==> src/rtl/date_to_time_step_index_defines.svh <==
// Assertion macros shared by the date to time-step index RTL.
// Included by the top level; no other dependencies.
`ifndef DATE_TO_TIME_STEP_INDEX_DEFINES_SVH
`define DATE_TO_TIME_STEP_INDEX_DEFINES_SVH

// Same-cycle implication, disabled while reset is asserted
`define DTSI_ASSERT_IMP(label, clk, rst_n, ante, cons) \
	label: assert property (@(posedge clk) disable iff (!rst_n) (ante) |-> (cons)) \
		else $error("dtsi same-cycle check failed");

// Next-cycle implication, disabled while reset is asserted
`define DTSI_ASSERT_NXT(label, clk, rst_n, ante, cons) \
	label: assert property (@(posedge clk) disable iff (!rst_n) (ante) |=> (cons)) \
		else $error("dtsi next-cycle check failed");

`endif

==> src/rtl/dtsi_pkg.sv <==
// Package for the date to time-step index block: widths, mode codes,
// calendar constants and the days-before-month table. No dependencies.
`default_nettype none

package dtsi_pkg;

	localparam int unsigned DAY_W   = 5;
	localparam int unsigned MONTH_W = 4;
	localparam int unsigned YEAR_W  = 14;
	localparam int unsigned IDX_W   = 22;

	// Step mode codes; the fourth code means unknown and yields zero
	localparam logic [1:0] MODE_YEAR  = 2'd0;
	localparam logic [1:0] MODE_MONTH = 2'd1;
	localparam logic [1:0] MODE_DAY   = 2'd2;

	localparam logic [8:0] DAYS_PER_YEAR = 9'd365;
	localparam logic [3:0] MONTHS_PER_YEAR = 4'd12;
	// ceil(2^16 / 25): exact quotient by 25 for 12-bit dividends
	localparam logic [11:0] RECIP25 = 12'd2622;
	localparam logic [IDX_W-1:0] IDX_MAX = {IDX_W{1'b1}};

	// Days of all months before the given month; month zero counts none,
	// months past December count the whole year
	function automatic logic [8:0] days_before_month(input logic [MONTH_W-1:0] m);
		logic [8:0] d;
		case (m)
			4'd0, 4'd1: d = 9'd0;
			4'd2:       d = 9'd31;
			4'd3:       d = 9'd59;
			4'd4:       d = 9'd90;
			4'd5:       d = 9'd120;
			4'd6:       d = 9'd151;
			4'd7:       d = 9'd181;
			4'd8:       d = 9'd212;
			4'd9:       d = 9'd243;
			4'd10:      d = 9'd273;
			4'd11:      d = 9'd304;
			4'd12:      d = 9'd334;
			default:    d = 9'd365;
		endcase
		return d;
	endfunction

endpackage

`default_nettype wire

==> src/rtl/dtsi_day_count.sv <==
// Proleptic Gregorian day count (0001-01-01 is 1), clipped to the index width.
// Pure combinational; depends on dtsi_pkg.
`default_nettype none

module dtsi_day_count (
	input  wire logic [dtsi_pkg::DAY_W-1:0]   day,
	input  wire logic [dtsi_pkg::MONTH_W-1:0] month,
	input  wire logic [dtsi_pkg::YEAR_W-1:0]  year,
	output logic      [dtsi_pkg::IDX_W-1:0]   count
);
	import dtsi_pkg::*;

	logic [YEAR_W-1:0] prev_year;
	logic [11:0]       prev_q4;
	logic [23:0]       prev_prod;
	logic [7:0]        prev_q100;
	logic [5:0]        prev_q400;
	logic [22:0]       prev_days;
	logic [22:0]       base;
	logic [11:0]       cur_q4;
	logic [23:0]       cur_prod;
	logic              div4;
	logic              div100;
	logic              div400;
	logic              leap_add;
	logic [24:0]       total;

	// Leap days in whole years before this one: p/4 - p/100 + p/400,
	// with p/100 taken as (p/4)/25 through a reciprocal multiply
	assign prev_year = year - YEAR_W'(1);
	assign prev_q4   = prev_year[YEAR_W-1:2];
	assign prev_prod = 24'(prev_q4) * 24'(RECIP25);
	assign prev_q100 = prev_prod[23:16];
	assign prev_q400 = prev_q100[7:2];
	assign prev_days = 23'(prev_year) * 23'(DAYS_PER_YEAR);
	assign base = prev_days + 23'(prev_q4) - 23'(prev_q100) + 23'(prev_q400);

	// Leap test of this year: (y/4) is a multiple of 25 exactly when the
	// fraction of the reciprocal product stays below the reciprocal
	assign cur_q4   = year[YEAR_W-1:2];
	assign cur_prod = 24'(cur_q4) * 24'(RECIP25);
	assign div4     = (year[1:0] == 2'b00);
	assign div100   = div4 && (cur_prod[15:0] < 16'(RECIP25));
	assign div400   = div100 && (cur_prod[17:16] == 2'b00);
	assign leap_add = ((div4 && !div100) || div400) && (month > MONTH_W'(2));

	// Year zero counts minus one year; the sum is two's complement
	always_comb begin
		if (year == '0) begin
			total = 25'd0 - 25'(DAYS_PER_YEAR);
		end else begin
			total = 25'(base);
		end
		total = total + 25'(days_before_month(month)) + 25'(day) + 25'(leap_add);
	end

	// Clip below at zero and above at the largest index
	always_comb begin
		if (total[24]) begin
			count = '0;
		end else if (total[23:22] != 2'b00) begin
			count = IDX_MAX;
		end else begin
			count = total[IDX_W-1:0];
		end
	end

endmodule

`default_nettype wire

==> src/rtl/date_to_time_step_index.sv <==
// Date to time-step index converter. Takes one date word per cycle into an
// input register, converts it in a single combinational pass and holds the
// index in an output register, one word per cycle sustained while out_stall is
// low. The output register lets a new word enter while a result waits;
// in_stall rises only when both registers hold words and out_stall is high.
// Mode 0 gives the year, mode 1 year*12+month, mode 2 the Gregorian day
// count (0001-01-01 is 1, clipped to 0..4194303), mode 3 zero.
// Depends on dtsi_pkg, dtsi_day_count and the defines header.
`default_nettype none

`include "date_to_time_step_index_defines.svh"

module date_to_time_step_index (
	input  wire logic                           clk,
	input  wire logic                           arst_n,
	input  wire logic                           in_valid,
	output logic                                in_stall,
	input  wire logic [1:0]                     mode,
	input  wire logic [dtsi_pkg::DAY_W-1:0]     day,
	input  wire logic [dtsi_pkg::MONTH_W-1:0]   month,
	input  wire logic [dtsi_pkg::YEAR_W-1:0]    year,
	output logic                                out_valid,
	input  wire logic                           out_stall,
	output logic      [dtsi_pkg::IDX_W-1:0]     step_index
);
	import dtsi_pkg::*;

	logic                 valid_s1;
	logic [1:0]           mode_s1;
	logic [DAY_W-1:0]     day_s1;
	logic [MONTH_W-1:0]   month_s1;
	logic [YEAR_W-1:0]    year_s1;
	logic                 valid_s2;
	logic [IDX_W-1:0]     index_s2;
	logic                 s2_ready;
	logic                 s1_ready;
	logic [IDX_W-1:0]     day_idx;
	logic [IDX_W-1:0]     index_nxt;
	logic                 year_load;

	// Handshake: each register advances when its successor has room
	assign s2_ready = !valid_s2 || !out_stall;
	assign s1_ready = !valid_s1 || s2_ready;
	assign in_stall = !s1_ready;

	// Input register
	always_ff @(posedge clk or negedge arst_n) begin
		if (!arst_n) begin
			valid_s1 <= 1'b0;
		end else if (s1_ready) begin
			valid_s1 <= in_valid;
		end
	end

	always_ff @(posedge clk) begin
		if (s1_ready && in_valid) begin
			mode_s1  <= mode;
			day_s1   <= day;
			month_s1 <= month;
			year_s1  <= year;
		end
	end

	dtsi_day_count u_day_count (
		.day   (day_s1),
		.month (month_s1),
		.year  (year_s1),
		.count (day_idx)
	);

	// Index select by mode
	always_comb begin
		unique case (mode_s1)
			MODE_YEAR:  index_nxt = IDX_W'(year_s1);
			MODE_MONTH: index_nxt = IDX_W'(year_s1) * IDX_W'(MONTHS_PER_YEAR)
				+ IDX_W'(month_s1);
			MODE_DAY:   index_nxt = day_idx;
			default:    index_nxt = '0;
		endcase
	end

	// Output register
	always_ff @(posedge clk or negedge arst_n) begin
		if (!arst_n) begin
			valid_s2 <= 1'b0;
		end else if (s2_ready) begin
			valid_s2 <= valid_s1;
		end
	end

	always_ff @(posedge clk) begin
		if (s2_ready && valid_s1) begin
			index_s2 <= index_nxt;
		end
	end

	assign out_valid  = valid_s2;
	assign step_index = index_s2;

	// Checks
	assign year_load = valid_s1 && s2_ready && (mode_s1 == MODE_YEAR);

	`DTSI_ASSERT_IMP(a_stall_when_full, clk, arst_n, in_stall, valid_s1 && valid_s2 && out_stall)
	`DTSI_ASSERT_NXT(a_word_moves_to_output, clk, arst_n, (valid_s1 && s2_ready), out_valid)
	`DTSI_ASSERT_NXT(a_year_passes, clk, arst_n, year_load, step_index == IDX_W'($past(year_s1)))

endmodule

`default_nettype wire
==> config.mk <==
export PLATFORM = sky130hd
export DESIGN_NAME = date_to_time_step_index
export DESIGN_NICKNAME = d
export VERILOG_FILES = /design/src/rtl/dtsi_pkg.sv /design/src/rtl/dtsi_day_count.sv /design/src/rtl/date_to_time_step_index.sv
export VERILOG_INCLUDE_DIRS = /design/src /design/src/rtl
export SDC_FILE = /design/constraint.sdc
export NUM_CORES = 1
export LEC_CHECK = 0
export ABC_CLOCK_PERIOD_IN_PS = 11400
export BUFFER_PORTS_ARGS = -buffer_cell sky130_fd_sc_hd__buf_2
export CORE_ASPECT_RATIO = 0.7
export CORE_MARGIN = 2
export CORE_UTILIZATION = 55
export DETAILED_ROUTE_END_ITERATION = 6
export PLACE_DENSITY = 0.84
export SYNTH_ARGS = -nofsm -noshare
export SYNTH_HDL_FRONTEND = slang
export SYNTH_SLANG_ARGS = --single-unit
==> constraint.sdc <==
create_clock -name clk -period 11.4 [get_ports clk]
set_input_delay 0 -clock clk [delete_from_list [all_inputs] [get_ports clk]]
set_output_delay 0 -clock clk [all_outputs]
set_load 0.005 [all_outputs]
* Yosys cells after proc, flatten, opt, wreduce, memory -nomap -nowiden
Memories as Yosys holds them, arrays and structs flattened. A register that Yosys moved wholly into a read port is not among the register bits. Index checks and enable logic that the tools add are counted.
Storage, ports and cells: register bits after elaboration 49, bits in latches 0, memory bits (writable) 0, memory bits (read-only) 144, input port bits 29, memories 1
Memory list:
- (name not given) | words 16, bits a word 9, rd ports 1, clocked after memory_dff 1, write ports 0, RTL line dtsi_pkg.sv:27 | case (m)
Cells by class: add/subtract/negate cells 8, multipliers 4, divide/modulo/power cells 0, magnitude comparators 2, equality and inequality tests 2, shift operators 0, mux-type cells 5, bitwise logic cells 0, reductions and logical operators 19
Operator list (number):
- one-hot mux 22 bit (3 select lines) | 1
- two-way mux 22 bit | 2
- adder 25 x 1 -> 25 bit | 1
- adder 25 x 5 -> 25 bit | 1
- adder 25 x 9 -> 25 bit | 1
- two-way mux 25 bit | 1
- adder 23 x 12 -> 23 bit | 1
- adder 23 x 6 -> 23 bit | 1
- multiplier 12 x 11 -> 23 bit (second input constant) | 1
- multiplier 14 x 9 -> 23 bit (second input constant) | 1
- subtractor 23 x 8 -> 23 bit | 1
- adder 18 x 4 -> 19 bit | 1
- multiplier 12 x 11 -> 17 bit (second input constant) | 1
- < comparator 16 x 12 -> 1 bit (second input constant) | 1
- multiplier 14 x 2 -> 16 bit (second input constant) | 1
- zero test 14 bit | 1
- subtractor 14 x 1 -> 14 bit (second input constant) | 1
- logical AND 1 bit | 6
- zero test 2 bit | 3
- zero test 1 bit | 5
- greater-than comparator 4 x 2 -> 1 bit (second input constant) | 1
- two-way mux 4 bit | 1
- logical OR 1 bit | 3
- == test 2 x 1 -> 1 bit (second input constant) | 1
- other kinds (2) | 2

* Depth between registers and ports, before layout
depth after elaboration 13, mapped depth 57

* Cells and area by module
A second synthesis with hierarchy kept.
Second synthesis, totals: cell total of the unflattened synthesis 1414, area, all modules 13212.7 um2
Modules (own cells, without submodules):
- dtsi_day_count | instances 1, cells an instance 1154, area each 10274.9 um2, sequential area each 0.0 um2
- date_to_time_step_index | instances 1, cells an instance 260, area each 2937.8 um2, sequential area each 1461.4 um2

* Worst setup path after synthesis
Ideal clock, no wire load.
path kind register to register, from register year_s1[2], to register index_s2[2], in the netlist step_index[2], data pin, library setup time 0.282 ns, arrival time 12.250 ns, required time 11.118 ns, slack -1.132 ns, cell stages (with the launch flop) 50, path buffers 1, clock period less this slack 12.532 ns, cell sequence edfxtp_1 > inv_1 > ha_1 > inv_1 > o21ai_0 > nand2_1 > nand3_1 > a21boi_0 > nand2_1 > xnor2_1 > inv_1 > fa_1 > inv_1 > ha_1 > fa_1 > fa_1 > inv_1 > fa_1 > [14 not listed] > ha_1 > o21ai_0 > nor2_1 > o21ai_0 > nand2b_1 > xnor2_1 > nand2_1 > ha_1 > ha_1 > a21oi_1 > o31ai_2 > o21ai_0 > or2_1 > or3b_4 > or4_4 > o211ai_2 > buf_6 > o221ai_1
On the way: longest elaborated chain between the ends 13, elaborated cells on any way between the ends 24, classes of those cells add/sub (7); mul (3); order compare (1); mux (4); reduce/logical (9)
RTL lines:
- start: declaration | RTL line date_to_time_step_index.sv:32 | logic [YEAR_W-1:0] year_s1;
- start signal: assignment | RTL line date_to_time_step_index.sv:60 | year_s1 <= year;
- subtractor 14 x 1 -> 14 bit | RTL line dtsi_day_count.sv:30 | assign prev_year = year - YEAR_W'(1);
- multiplier 14 x 9 -> 23 bit | RTL line dtsi_day_count.sv:35 | assign prev_days = 23'(prev_year) * 23'(DAYS_PER_YEAR);
- adder 23 x 12 -> 23 bit | RTL line dtsi_day_count.sv:36 | assign base = prev_days + 23'(prev_q4) - 23'(prev_q100) + 23'(prev_q400);
- subtractor 23 x 8 -> 23 bit | RTL line dtsi_day_count.sv:36
- adder 23 x 6 -> 23 bit | RTL line dtsi_day_count.sv:36
- two-way mux 25 bit | RTL line dtsi_day_count.sv:49 | if (year == '0) begin
- adder 25 x 9 -> 25 bit | RTL line dtsi_day_count.sv:54 | total = total + 25'(days_before_month(month)) + 25'(day) + 25'(leap_add);
- adder 25 x 5 -> 25 bit | RTL line dtsi_day_count.sv:54
- adder 25 x 1 -> 25 bit | RTL line dtsi_day_count.sv:54
- nonzero test 2 bit | RTL line dtsi_day_count.sv:61 | end else if (total[23:22] != 2'b00) begin
- two-way mux 22 bit | RTL line dtsi_day_count.sv:61
- two-way mux 22 bit | RTL line dtsi_day_count.sv:59 | if (total[24]) begin
- one-hot mux 22 bit (3 select lines) (*) | RTL line date_to_time_step_index.sv:73 | unique case (mode_s1)
- named net index_nxt[2] | RTL line date_to_time_step_index.sv:38 | logic [IDX_W-1:0] index_nxt;
- end signal: assignment | RTL line date_to_time_step_index.sv:93 | index_s2 <= index_nxt;
- end: declaration | RTL line date_to_time_step_index.sv:34 | logic [IDX_W-1:0] index_s2;
Mark *: on every way through the listed nets, which the timed path passes. The rest lies on a longest branch. A chain may end at the register's enable or synchronous reset.

* Worst setup path after layout
from register year_s1[2], to register index_s2[4], in the netlist step_index[4], data pin
The elaborated chain is that of the path after synthesis.

==> metrics.md <==
| Metric | Value |
|---|---|
| Status | finished with violations |
| Failing checks | setup timing |
| Clk pin slew, worst setup/hold paths | 0.06 ns |
| Core ar. | 23600 um2 |
| Routability Congestion | 0.980 |
| Initial antenna violation count | 0 |
| GR Util All Layers | 0.323 |
| Starting Density | 0.559 |
| Synth Flop Type | edfxtp_1 |
| Total wire length | 40.9 mm |
| DR vias | 11306 |
| Worst-margin pin slew | 1.27 ns |
| Residual DRC count | 0 |
| Dpl hpwl | 32.0 mm |
| Wire per inst | 21.1 um |
| Clk_lat worst skew | 0.33 ns |
| Worst Path Arrival | 12.13 ns |
| # port buffers | 52 |
| Final hold vios | 0 |
| Setup crit end kind | flop |
| Crit path max fanout | 5 |
| Critical path required time | 11.57 ns |
| H-tree Lvls | 3 |
| Crit path time final | 11.96 ns |
| Slowest-stage cell, CP | fa_1 |
| Mapped Cells | 1363 |
| Fin crit share | 1.05 |
| Root Driver | clkbuf_16 |
| Synth warn | 0 |
| Post-route ant nets | 0 |
| Max Cap Viol | 0 |
| Clk sinks | 58 |
| Number of global-route vias before repair | 11956 |
| Mapped Nets | 1821 |
| Fmax achieved | 0.0836 GHz |
| # rows | 47 |
| Post-synthesis register bit count | 58 |
| Final nets | 2073 |
| Gr ovfl total | 0 |
| Synthesized cell area | 13200 um2 |
| Worst path max stage delay | 0.61 ns |
| Drt initial violations | 1237 |
| Share of cells above drive strength 1 | 0.253 |
| Syn Area/Cell | 9.69 um2 |
| Unrepaired setup endpoints after global routing | yes |
| Slew HR | 0.156 |
| Pre-CTS setup slack | -0.517 ns |
| Setup TNS | -10.26 ns |
| I/O pin count | 53 |
| Startpoint Class | flop |
| First-pass GRT wire length | 63.5 mm |
| Seq/Total Area, Yosys | 0.124 |
| Finish-stage setup viols | 22 |
| Worst Skew | 0.0100 ns |
| Routed vias/inst | 5.83 |
| Clk buf depth | 2 |
| Hold Path Class | input port to flop |
| CP most frequent cell | ha_4 |
| Detailed Routing Iterations Pass 1 | 5 |
| Area Overhead vs Synth | 26.3% |
| Die W | 189 um |
| DIE AREA | 25300 um2 |
| Total CTS buffers | 9 |
| Synth cell types | 80 |
| Diodes inserted | 0 |
| CTS tree | built |
| Worst setup margin | -0.555 ns |
| Setup CP Type | flop to flop |
| Largest net degree at the start of global routing | 28 |
| Die height | 134 um |
| Fraction of registers with async set/reset | 0.0345 |
| Post-synth EDFFs | 47 |
| Final Max Tran Viols | 0 |
==> path summary, 6_finish.rpt <==
check / start / to / slack, ns / cells past startpoint
max in group asynchronous: arst_n / out_valid / 10.66 / 3
setup / recovery: year_s1[2] / step_index[4] / -0.56 / 59
hold / removal: year[12] / year_s1[12] / 0.39 / 2
setup reg to reg: year_s1[2] / step_index[4] / -0.56 / 59
min in group asynchronous: arst_n / out_valid / 0.62 / 3
hold reg to reg: valid_s1 / out_valid / 0.48 / 1
==> layer usage <==
layer | up-vias | global-route usage | part of all wire
met5 | - | 0 | 0
met4 | 0 | 0.0685 | 0.024
met3 | 95 | 0.0574 | 0.092
met2 | 563 | 0.527 | 0.46
met1 | 5569 | 0.454 | 0.43
li1 | 5079 | - | -
==> Yosys cell counts (3+ instances only) <==
cell type	number	area, um2
a21boi_0	4	30.0
nor2b_1	11	68.8
nand2b_1	9	56.3
nor4_1	3	18.8
and3_1	6	37.5
a21o_1	22	165
or2_2	12	75.1
edfxtp_1	47	1410
o21bai_1	3	22.5
ha_1	273	3420
nand4_1	9	56.3
a221oi_1	4	35.0
a21oi_1	54	270
nor2_1	54	203
o21ai_1	5	25.0
inv_1	283	1060
buf_6	3	33.8
or3_1	4	25.0
a31oi_1	8	50.1
fa_1	156	3120
nand2_1	60	225
a211o_1	4	35.0
and2_1	3	18.8
o221ai_1	3	26.3
buf_2	3	15.0
o221ai_2	12	180
mux2i_1	17	170
o21ai_0	35	175
xor2_1	34	298
o211ai_1	11	82.6
and4_1	4	35.0
nand3_1	20	100
o21ba_2	3	30.0
dfxtp_1	9	180
a211oi_1	8	60.1
clkbuf_1	11	41.3
nand3b_1	5	37.5
o21a_1	10	75.1
xnor2_1	69	604
nor3_1	16	80.1
o2111ai_1	5	43.8
==> area by class of cell <==
class / count / area, um2
Multi-Input combinational cell: 1004 / 11300
Fill cell: 1625 / 6950
Timing Repair Buffer: 259 / 1940
Sequential cell: 58 / 1640
Inverter: 283 / 1070
Tap cell: 318 / 398
Clock buffer: 11 / 243
Clock inverter: 5 / 77.6
==> placed cells by master (no fill, tap or decap), drive strengths merged, types with 4 or more instances in the layout <==
cell type,n
edfxtp,47
and4,4
xnor2,69
nand2,60
o21a,10
o21ai,41
o211ai,12
and3,6
a21o,22
xor2,34
nor2,54
dfxtp,9
a221oi,4
nand2b,9
dlygate4sd3,29
nand3b,5
o221ai,15
mux2i,17
nand4,9
o2111ai,5
inv,283
a21oi,57
or3,4
a31oi,8
nor3,17
nor2b,11
nand3,20
fa,156
a211o,4
or2,13
clkbuf,11
ha,273
buf,230
a211oi,9
a21boi,5
==> logic make-up (layout without fill, tap and decap cells) <==
group,after synthesis,count (layout),share of synthesized area
AOI/OAI and AO/OA,223,223,0.123
xor gates and xnor gates,103,103,0.0683
muxes,19,19,0.0146
adders and majority gates,429,429,0.495
DFF,58,58,0.124
and+or+nand+nor,230,230,0.0878
buffers and inverters,301,558,0.0875
==> what timing repair did <==
action,4_1_cts,5_1_grt
pin swaps,42,35
hold endpoints to repair,29,0
hold buffers,29,0
buffers inserted,18,9
cloned,1,0
setup endpoints to repair,22,22
resized for setup,74,31
==> worst max-delay path: cells and delay by family (launching register included) <==
family / cells / cell delay, ns
and+or+nand+nor: 11 / 1.53
DFF: 1 / 0.45
AOI/OAI and AO/OA: 15 / 2.69
xor gates and xnor gates: 3 / 0.46
adders and majority gates: 15 / 5.24
buffers and inverters: 15 / 1.40
==> stage by stage <==
stage                util  hold WS, ns  std cells  area [um2]
floorplan               -       -0.296       1363       13600
global placement    0.648       -0.213       1867       15300
detailed placement  0.648       -0.214       1867       15300
CTS                 0.697        0.363       1930       16500
global route        0.706        0.386       1938       16700
finish              0.706        0.388       1938       16700
Power is left out: the tool's default activity adds up to more than one toggle a clock period on the data nets, which glitch-free logic cannot reach.
